**config.mk**
```make
export PLATFORM = sky130hd
export DESIGN_NAME = top4_weight_selector
export DESIGN_NICKNAME = d
export VERILOG_FILES = /design/src/rtl/t4ws_pkg.sv /design/src/rtl/t4ws_slots.sv /design/src/rtl/top4_weight_selector.sv
export SDC_FILE = /design/constraint.sdc
export NUM_CORES = 1
export LEC_CHECK = 0
export ABC_CLOCK_PERIOD_IN_PS = 15100
export BUFFER_PORTS_ARGS = -buffer_cell sky130_fd_sc_hd__buf_2
export CAP_MARGIN = 20
export CORE_ASPECT_RATIO = 0.9
export CORE_UTILIZATION = 40
export DETAILED_ROUTE_END_ITERATION = 8
export PLACE_DENSITY = 0.55
export SYNTH_ARGS = -nofsm -noshare
export SYNTH_HDL_FRONTEND = slang
export SYNTH_SLANG_ARGS = --single-unit
export TNS_END_PERCENT = 5
```
**constraint.sdc**
```tcl
create_clock -name i_clk -period 15.1 [get_ports i_clk]
set_input_delay 3.02 -clock i_clk [delete_from_list [all_inputs] [get_ports i_clk]]
set_output_delay 3.02 -clock i_clk [all_outputs]
set_load 0.02 [all_outputs]
```
**src/rtl/t4ws_pkg.sv**
```systemverilog
// Package with the widths, constants and types of the top-4 weight selector.
package t4ws_pkg;

    localparam int SLOT_COUNT_DEF = 4;
    localparam int OUT_PAIRS      = 4;
    localparam int MAX_BONES      = 64;

    localparam int IDX_W    = 6;
    localparam int BONE_W   = 7;
    localparam int WEIGHT_W = 17;
    localparam int PAIR_W   = BONE_W + WEIGHT_W;
    localparam int IN_W     = 24;
    localparam int OUT_W    = OUT_PAIRS * PAIR_W;

    typedef logic [IDX_W-1:0]    t_idx;
    typedef logic [BONE_W-1:0]   t_bone;
    typedef logic [WEIGHT_W-1:0] t_weight;

    localparam t_bone   EMPTY_BONE = 7'h7F;
    localparam t_weight WEIGHT_ONE = 17'h10000;

    typedef struct packed {
        t_bone   bone;
        t_weight weight;
    } t_pair;

    localparam t_pair EMPTY_PAIR = '{bone: EMPTY_BONE, weight: '0};

    typedef struct packed {
        logic load;
        logic flush;
    } t_slot_cmd;

endpackage

```
**src/rtl/t4ws_slots.sv**
```systemverilog
// Sorted slot registers with the insertion and clear logic.
module t4ws_slots #(
    parameter int SLOT_COUNT = t4ws_pkg::SLOT_COUNT_DEF
) (
    input  logic                                      i_clk,
    input  logic                                      i_rst_n,
    input  t4ws_pkg::t_slot_cmd                       i_cmd,
    input  t4ws_pkg::t_idx                            i_bone,
    input  t4ws_pkg::t_weight                         i_weight,
    output t4ws_pkg::t_pair [t4ws_pkg::OUT_PAIRS-1:0] o_pairs
);
    import t4ws_pkg::*;

    t_pair   r_slot  [SLOT_COUNT];
    t_pair   n_slot  [SLOT_COUNT];
    t_pair   shifted [SLOT_COUNT];
    t_pair   item;
    t_weight w_sat;
    logic    in_range;

    assign w_sat    = (i_weight > WEIGHT_ONE) ? WEIGHT_ONE : i_weight;
    assign in_range = int'(i_bone) < MAX_BONES;
    assign item     = '{bone: {1'b0, i_bone}, weight: w_sat};

    assign shifted[0] = item;
    for (genvar g = 1; g < SLOT_COUNT; g++) begin : g_shift
        assign shifted[g] = r_slot[g-1];
    end

    always_comb begin
        logic seen;
        logic lt;
        seen = 1'b0;
        for (int i = 0; i < SLOT_COUNT; i++) begin
            lt = in_range && (r_slot[i].weight < w_sat);
            if (seen) begin
                n_slot[i] = shifted[i];
            end else if (lt) begin
                n_slot[i] = item;
            end else begin
                n_slot[i] = r_slot[i];
            end
            seen = seen | lt;
        end
    end

    always_ff @(posedge i_clk) begin
        for (int i = 0; i < SLOT_COUNT; i++) begin
            if (!i_rst_n || (i_cmd.load && i_cmd.flush)) begin
                r_slot[i] <= EMPTY_PAIR;
            end else if (i_cmd.load) begin
                r_slot[i] <= n_slot[i];
            end
        end
    end

    for (genvar k = 0; k < OUT_PAIRS; k++) begin : g_out
        if (k < SLOT_COUNT) begin : g_used
            assign o_pairs[k] = n_slot[k];
        end else begin : g_empty
            assign o_pairs[k] = EMPTY_PAIR;
        end
    end

endmodule

```
**src/rtl/top4_weight_selector.sv**
```systemverilog
// Top level of the top-4 weight selector with its stream handshakes and registers.
//
// Channel   Dir  Transaction               Payload
// s_axis    in   one (bone, weight) pair   tdata, tlast marks the vertex's last pair
// m_axis    out  one vertex result         tdata with four (bone, weight) pairs
//
// One pair is taken every cycle unless a last pair waits on a stalled result.
// A result is registered when a vertex's last pair leaves the input register.
// A stalled result only holds back a last pair; other pairs keep flowing.
// Reset clears the slots to empty and drops both valid flags.
module top4_weight_selector #(
    parameter int SLOT_COUNT = t4ws_pkg::SLOT_COUNT_DEF
) (
    input  logic                        i_clk,
    input  logic                        i_rst_n,
    input  logic                        s_axis_tvalid,
    output logic                        s_axis_tready,
    // [5:0] bone_index, [22:6] weight, [23] zero
    input  logic [t4ws_pkg::IN_W-1:0]   s_axis_tdata,
    input  logic                        s_axis_tlast,
    output logic                        m_axis_tvalid,
    input  logic                        m_axis_tready,
    // [6:0] first_bone, [23:7] first_weight, [30:24] second_bone,
    // [47:31] second_weight, [54:48] third_bone, [71:55] third_weight,
    // [78:72] fourth_bone, [95:79] fourth_weight
    output logic [t4ws_pkg::OUT_W-1:0]  m_axis_tdata
);
    import t4ws_pkg::*;

    logic                  r_in_valid;
    logic                  r_in_last;
    t_idx                  r_in_bone;
    t_weight               r_in_weight;
    logic                  r_out_valid;
    logic [OUT_W-1:0]      r_out_data;
    logic [OUT_W-1:0]      n_out_data;
    logic                  out_free;
    logic                  in_go;
    logic                  accept;
    t_slot_cmd             cmd;
    t_pair [OUT_PAIRS-1:0] pairs;

    assign out_free      = !r_out_valid || m_axis_tready;
    assign in_go         = r_in_valid && (!r_in_last || out_free);
    assign s_axis_tready = !r_in_valid || in_go;
    assign accept        = s_axis_tvalid && s_axis_tready;

    assign cmd.load  = in_go;
    assign cmd.flush = r_in_last;

    t4ws_slots #(
        .SLOT_COUNT (SLOT_COUNT)
    ) u_slots (
        .i_clk    (i_clk),
        .i_rst_n  (i_rst_n),
        .i_cmd    (cmd),
        .i_bone   (r_in_bone),
        .i_weight (r_in_weight),
        .o_pairs  (pairs)
    );

    always_comb begin
        for (int k = 0; k < OUT_PAIRS; k++) begin
            n_out_data[k*PAIR_W +: BONE_W]            = pairs[k].bone;
            n_out_data[k*PAIR_W + BONE_W +: WEIGHT_W] = pairs[k].weight;
        end
    end

    always_ff @(posedge i_clk) begin
        if (!i_rst_n) begin
            r_in_valid  <= 1'b0;
            r_out_valid <= 1'b0;
        end else begin
            if (accept) begin
                r_in_valid <= 1'b1;
            end else if (in_go) begin
                r_in_valid <= 1'b0;
            end
            if (in_go && r_in_last) begin
                r_out_valid <= 1'b1;
            end else if (m_axis_tready) begin
                r_out_valid <= 1'b0;
            end
        end
    end

    always_ff @(posedge i_clk) begin
        if (accept) begin
            r_in_bone   <= s_axis_tdata[IDX_W-1:0];
            r_in_weight <= s_axis_tdata[IDX_W +: WEIGHT_W];
            r_in_last   <= s_axis_tlast;
        end
        if (in_go && r_in_last) begin
            r_out_data <= n_out_data;
        end
    end

    assign m_axis_tvalid = r_out_valid;
    assign m_axis_tdata  = r_out_data;

endmodule

```
Word-level counts from Yosys, hierarchy flattened
Memories as Yosys holds them, arrays and structs flattened.
Index checks and enable logic that the tools add are counted.
Storage, ports and cells
  register bits: 122
  RAM bits: 96
  output and inout bits: 98
  memories: 1
Operators by class
  magnitude comparators: 5
  mux-type cells: 21
  bitwise logic cells: 6
  reductions and logical operators: 13
Memories
  u_slots.r_slot: depth 4, bits a word 24, rd ports 4, clocked after memory_dff 0, wr ports 4, line t4ws_slots.sv:14  | t_pair r_slot [SLOT_COUNT];
Operators by type and width (count)
  $mux 24: 11
  $lt 17x17->1: 4
  $gt 17x17->1 const B: 1
  $mux 17: 1
  $mux 1: 9
  $or 1x1->1: 6
  $logic_not 1->1: 4
  $logic_or 1x1->1: 4
  $reduce_bool 2->1: 2
  $logic_and 1x1->1: 3

Depth between registers and ports, before layout
  depth after elaboration: 9
  mapped depth: 15
  mapped depth without buffers: 11

Modules after synthesis
A second synthesis with hierarchy kept.
Unflattened totals
  cell total of the unflattened synthesis: 860
  area total of the unflattened synthesis: 11111.9 sq um
By module, submodules not included
  t4ws_slots: times used 1, cells an instance 728, area each 7390.8 sq um, sequential area each 2882.8 sq um
  top4_weight_selector: times used 1, cells an instance 132, area each 3721.1 sq um, sequential area each 3643.5 sq um

Least setup slack after synthesis
OpenSTA, ideal clock, no wires.
  kind: input-to-reg
  from: in m_axis_tready
  to: reg r_out_data[0] (netlist: m_axis_tdata[0]), enable pin
  library setup time: 552 ps
  arrival time: 7109 ps
  data required time: 14548 ps
  slack: 7439 ps
  cell stages on the path: 2
  path buffers: 0
  cells stage by stage: nor2b_1 -> nor2_1
On the way
  word-level cells in the longest chain between the ends: 4
RTL lines
  start: declaration: line top4_weight_selector.sv:22  | input logic m_axis_tready,
  $logic_or 1x1->1: line top4_weight_selector.sv:43  | assign out_free = !r_out_valid || m_axis_tready;
  $logic_or 1x1->1: line top4_weight_selector.sv:44  | assign in_go = r_in_valid && (!r_in_last || out_free);
  $logic_and 1x1->1: line top4_weight_selector.sv:44
  $logic_and 1x1->1: line top4_weight_selector.sv:93  | if (in_go && r_in_last) begin
  end signal: assignment: line top4_weight_selector.sv:94  | r_out_data <= n_out_data;
  end: declaration: line top4_weight_selector.sv:35  | logic [OUT_W-1:0] r_out_data;
Every way passes these cells.
A chain may end at the register's enable or synchronous reset.

Final worst setup path
  from: in m_axis_tready
  to: out s_axis_tready
On the way
  word-level cells in the longest chain between the ends: 4
RTL lines
  $logic_or 1x1->1: line top4_weight_selector.sv:43
  $logic_or 1x1->1: line top4_weight_selector.sv:44
  $logic_and 1x1->1: line top4_weight_selector.sv:44
  $logic_or 1x1->1: line top4_weight_selector.sv:45  | assign s_axis_tready = !r_in_valid || in_go;
  end: declaration: line top4_weight_selector.sv:17  | output logic s_axis_tready,
Every way passes these cells.

==> results.yml <==
outcome:
  status: "completed"
synth:
  synth_area_per_cell_sq_um: 12.9
  synth_fp_nets: 953
  synth-edff-count: 216
  postSynthCellCount: 860
  synthFlopType: "edfxtp_1"
  synth_seq_cells: 218
  async_flop_share_pct: 0
  syn_area_sq_um: 11100
  seq_area_frac_synth_pct: 59.0
  ys_warn_count: 0
  synth_cell_types: 52
critical_path:
  crit_chain: "buf_2 > nor2b_1 > nand3_1 > buf_2"
  critPathRequiredTime_ns: 12.08
  r2r_cells: 12
  cpPeakStageDelay_ns: 0.37
  worst-path-buf-inv: 2
  arrival_ns: 3.82
  regToRegEndpoint: "m_axis_tdata[69]"
  regToRegSetupSlack_ns: 9.81
  setup.worst_path.class: "in2out"
  crit_fanout: 5
  crit_path_frequent_cell: "buf_2"
  endpoint_kind: "primary output"
  cp_slowest_cell: "nor2b_1"
  r2r-start: "r_in_weight[16]"
  critPathTopFamily: "simple AND/OR/NAND/NOR gates"
  cp-start-kind: "input port"
clock_network:
  cts_setup_buffers: 0
  cts_sinks: 218
  post_cts_resize_count: 0
  cts_tree: "built"
  cts_made_buffers: 25
  cts.path.max_buffers: 3
  insertion_delay_ns: 0.52
  cts_htree_levels: 1
  clkTransAtPathRegs_ns: 0.05
  hold_buffers: 0
  root_buffer: "clkbuf_16"
drt:
  drt-pass1-iter-count: 5
  wl_per_cell_microns: 20.3
  wl_microns: 27500
  drt_iter0_markers: 507
  via_per_inst: 5.54
  drc: 0
  vias: 7513
  antenna_left: 0
worst_hold_path:
  hold_path_class: "reg2reg"
  hp-start: "r_in_valid"
  min_delay_path_depth: 2
  min_delay_worst_endpoint: "r_in_valid"
layout:
  fin_nets: 1076
  final_layout_size_suffix_gt1_share_pct: 23.5
  fillers: 2506
  layout_commonest_cell: "edfxtp_1"
  areaGrowthSynthToFinish_pct: 15.7
  final_cell_mix: "edfxtp_1, buf_2, a21oi_1, nand2_1, ha_1"
  diodes: 0
global_route:
  grtUsageTotal_pct: 19.3
  grt_pass1_wl_microns: 42000
  grt_antenna_before_repair: 0
  grt_start_max_net_pins: 69
  grt_pass1_vias: 7100
  grt_overflow_total: 0
sta:
  slew_headroom_pct: 39.7
  rsz0062_at_grt: "false"
  fmax_ghz: 0.146
  finalCriticalPeriod_ns: 6.84
  final_hold_viol_count: 0
  tightest_slew_ns: 0.904
  finalSetupViolations: 0
  tns_ns: 0
  drv_slew: 0
  finClkSkew_ns: 0.00935
  hold_slack_ns: 0.595
  fin_crit_sh_pct: 45.3
die:
  dieArea_sq_um: 28300
  die_y_microns: 160
  core_area_sq_um: 27100
  io_pins: 127
  start_util_pct: 40.8
  die_w_microns: 177
  placementRows: 57
placement:
  gp_congestion: 0.830
  io_buffers: 125
  place_hpwl_microns: 18700
run:
  maxCapViolCount: 0
power_and_ir_drop:
  ir_drop_v: 0.0000774
  power.leakage_nw: 4.81
  power_density_nw_per_um2: 120
## report_power, final
part | switching [mW] | total (mW) | internal, mW
sequential | 0.0176 | 0.721 | 0.703
clock | 0.240 | 0.562 | 0.321
combinational | 0.172 | 0.256 | 0.0836
total | 0.430 | 1.54 | 1.11
## synth_stat cells (8+ instances only)
master / n / area [sq um]
o211ai_1: 15 / 113
o21ai_0: 28 / 140
ha_1: 64 / 801
nand2_1: 76 / 285
nor2b_1: 15 / 93.8
nor2_1: 24 / 90.1
o31a_1: 14 / 123
mux2_2: 20 / 225
a21oi_2: 10 / 87.6
a211oi_1: 45 / 338
nand2b_1: 9 / 56.3
a21oi_1: 91 / 455
inv_1: 18 / 67.6
nand3_1: 8 / 40.0
nand4_1: 9 / 56.3
edfxtp_1: 216 / 6490
a31o_2: 8 / 70.1
a31oi_1: 11 / 68.8
buf_6: 9 / 101
mux2i_1: 56 / 561
clkbuf_1: 20 / 75.1
buf_2: 20 / 100
a21o_1: 11 / 82.6
## sequential cells by signal, summed over array words and instances, names as in the netlist
signal          count
r_in_weight        17
m_axis_tvalid       1
u_slots.r_slot     96
r_in_bone           6
r_in_last           1
r_in_valid          1
m_axis_tdata       96
## layout make-up
class	count	area, sq um	area share (%)
clock buffers	31	648	5.06
clock inverters	14	98.8	0.772
inverters	18	67.6	0.527
multi-input cells	570	4210	32.9
flip-flops and latches	218	6530	50.9
well taps	354	443	3.46
repair buffers	150	813	6.35
## per-stage QoR
step	std cells	setup WS, ns	power (mW)	util, %	instance area (sq um)
2_1_floorplan	860	7.44	0.919	-	11100
3_3_place_gp	1310	8.25	0.986	44.5	12100
3_5_place_dp	1310	8.25	0.988	44.5	12100
4_1_cts	1355	8.25	1.55	47.3	12800
5_1_grt	1355	8.20	1.60	47.3	12800
6_report	1355	8.26	1.54	47.3	12800
## worst reg2reg max path, cell delays in order (launching register included)
cell and delay, ns:
edfxtp_1 0.84, inv_1 0.37, a41o_1 0.31, and2_1 0.27, inv_1 0.23, ha_1 0.18
nand4_1 0.15, nor3_1 0.30, nor4b_1 0.60, or4_4 0.58, buf_4 0.67, a21oi_1 0.32
a21oi_1 0.27
## layer usage
metal | GRT usage [%] | up-vias | share of wire (%)
met5 | 0 | - | 0
met4 | 3.69 | 0 | 1.6
met3 | 3.29 | 26 | 6.3
met2 | 27.0 | 247 | 41
met1 | 31.1 | 3619 | 51
li1 | - | 3621 | -
## kinds of logic after synthesis
| group | synth area share (%) |
|---|---|
| flip-flops | 59.0 |
| buffers and inverters | 3.38 |
| AND/OR/NAND/NOR | 7.37 |
| AO/OA/AOI/OAI | 16.0 |
| adder cells (fa/ha/maj) | 7.23 |
| multiplexers | 7.10 |
## how the worst max path moves through the flow
stage	from	endpoint	slack, ns	cells past startpoint
finish	m_axis_tready	s_axis_tready	8.26	4
global route	m_axis_tready	s_axis_tready	8.20	4
CTS	m_axis_tready	s_axis_tready	8.25	4
detailed placement	m_axis_tready	s_axis_tready	8.25	4
global placement	m_axis_tready	s_axis_tready	8.25	4
floorplan	m_axis_tready	m_axis_tdata[0]	7.44	2
No activity file was read; power rests on OpenSTA's default activity.
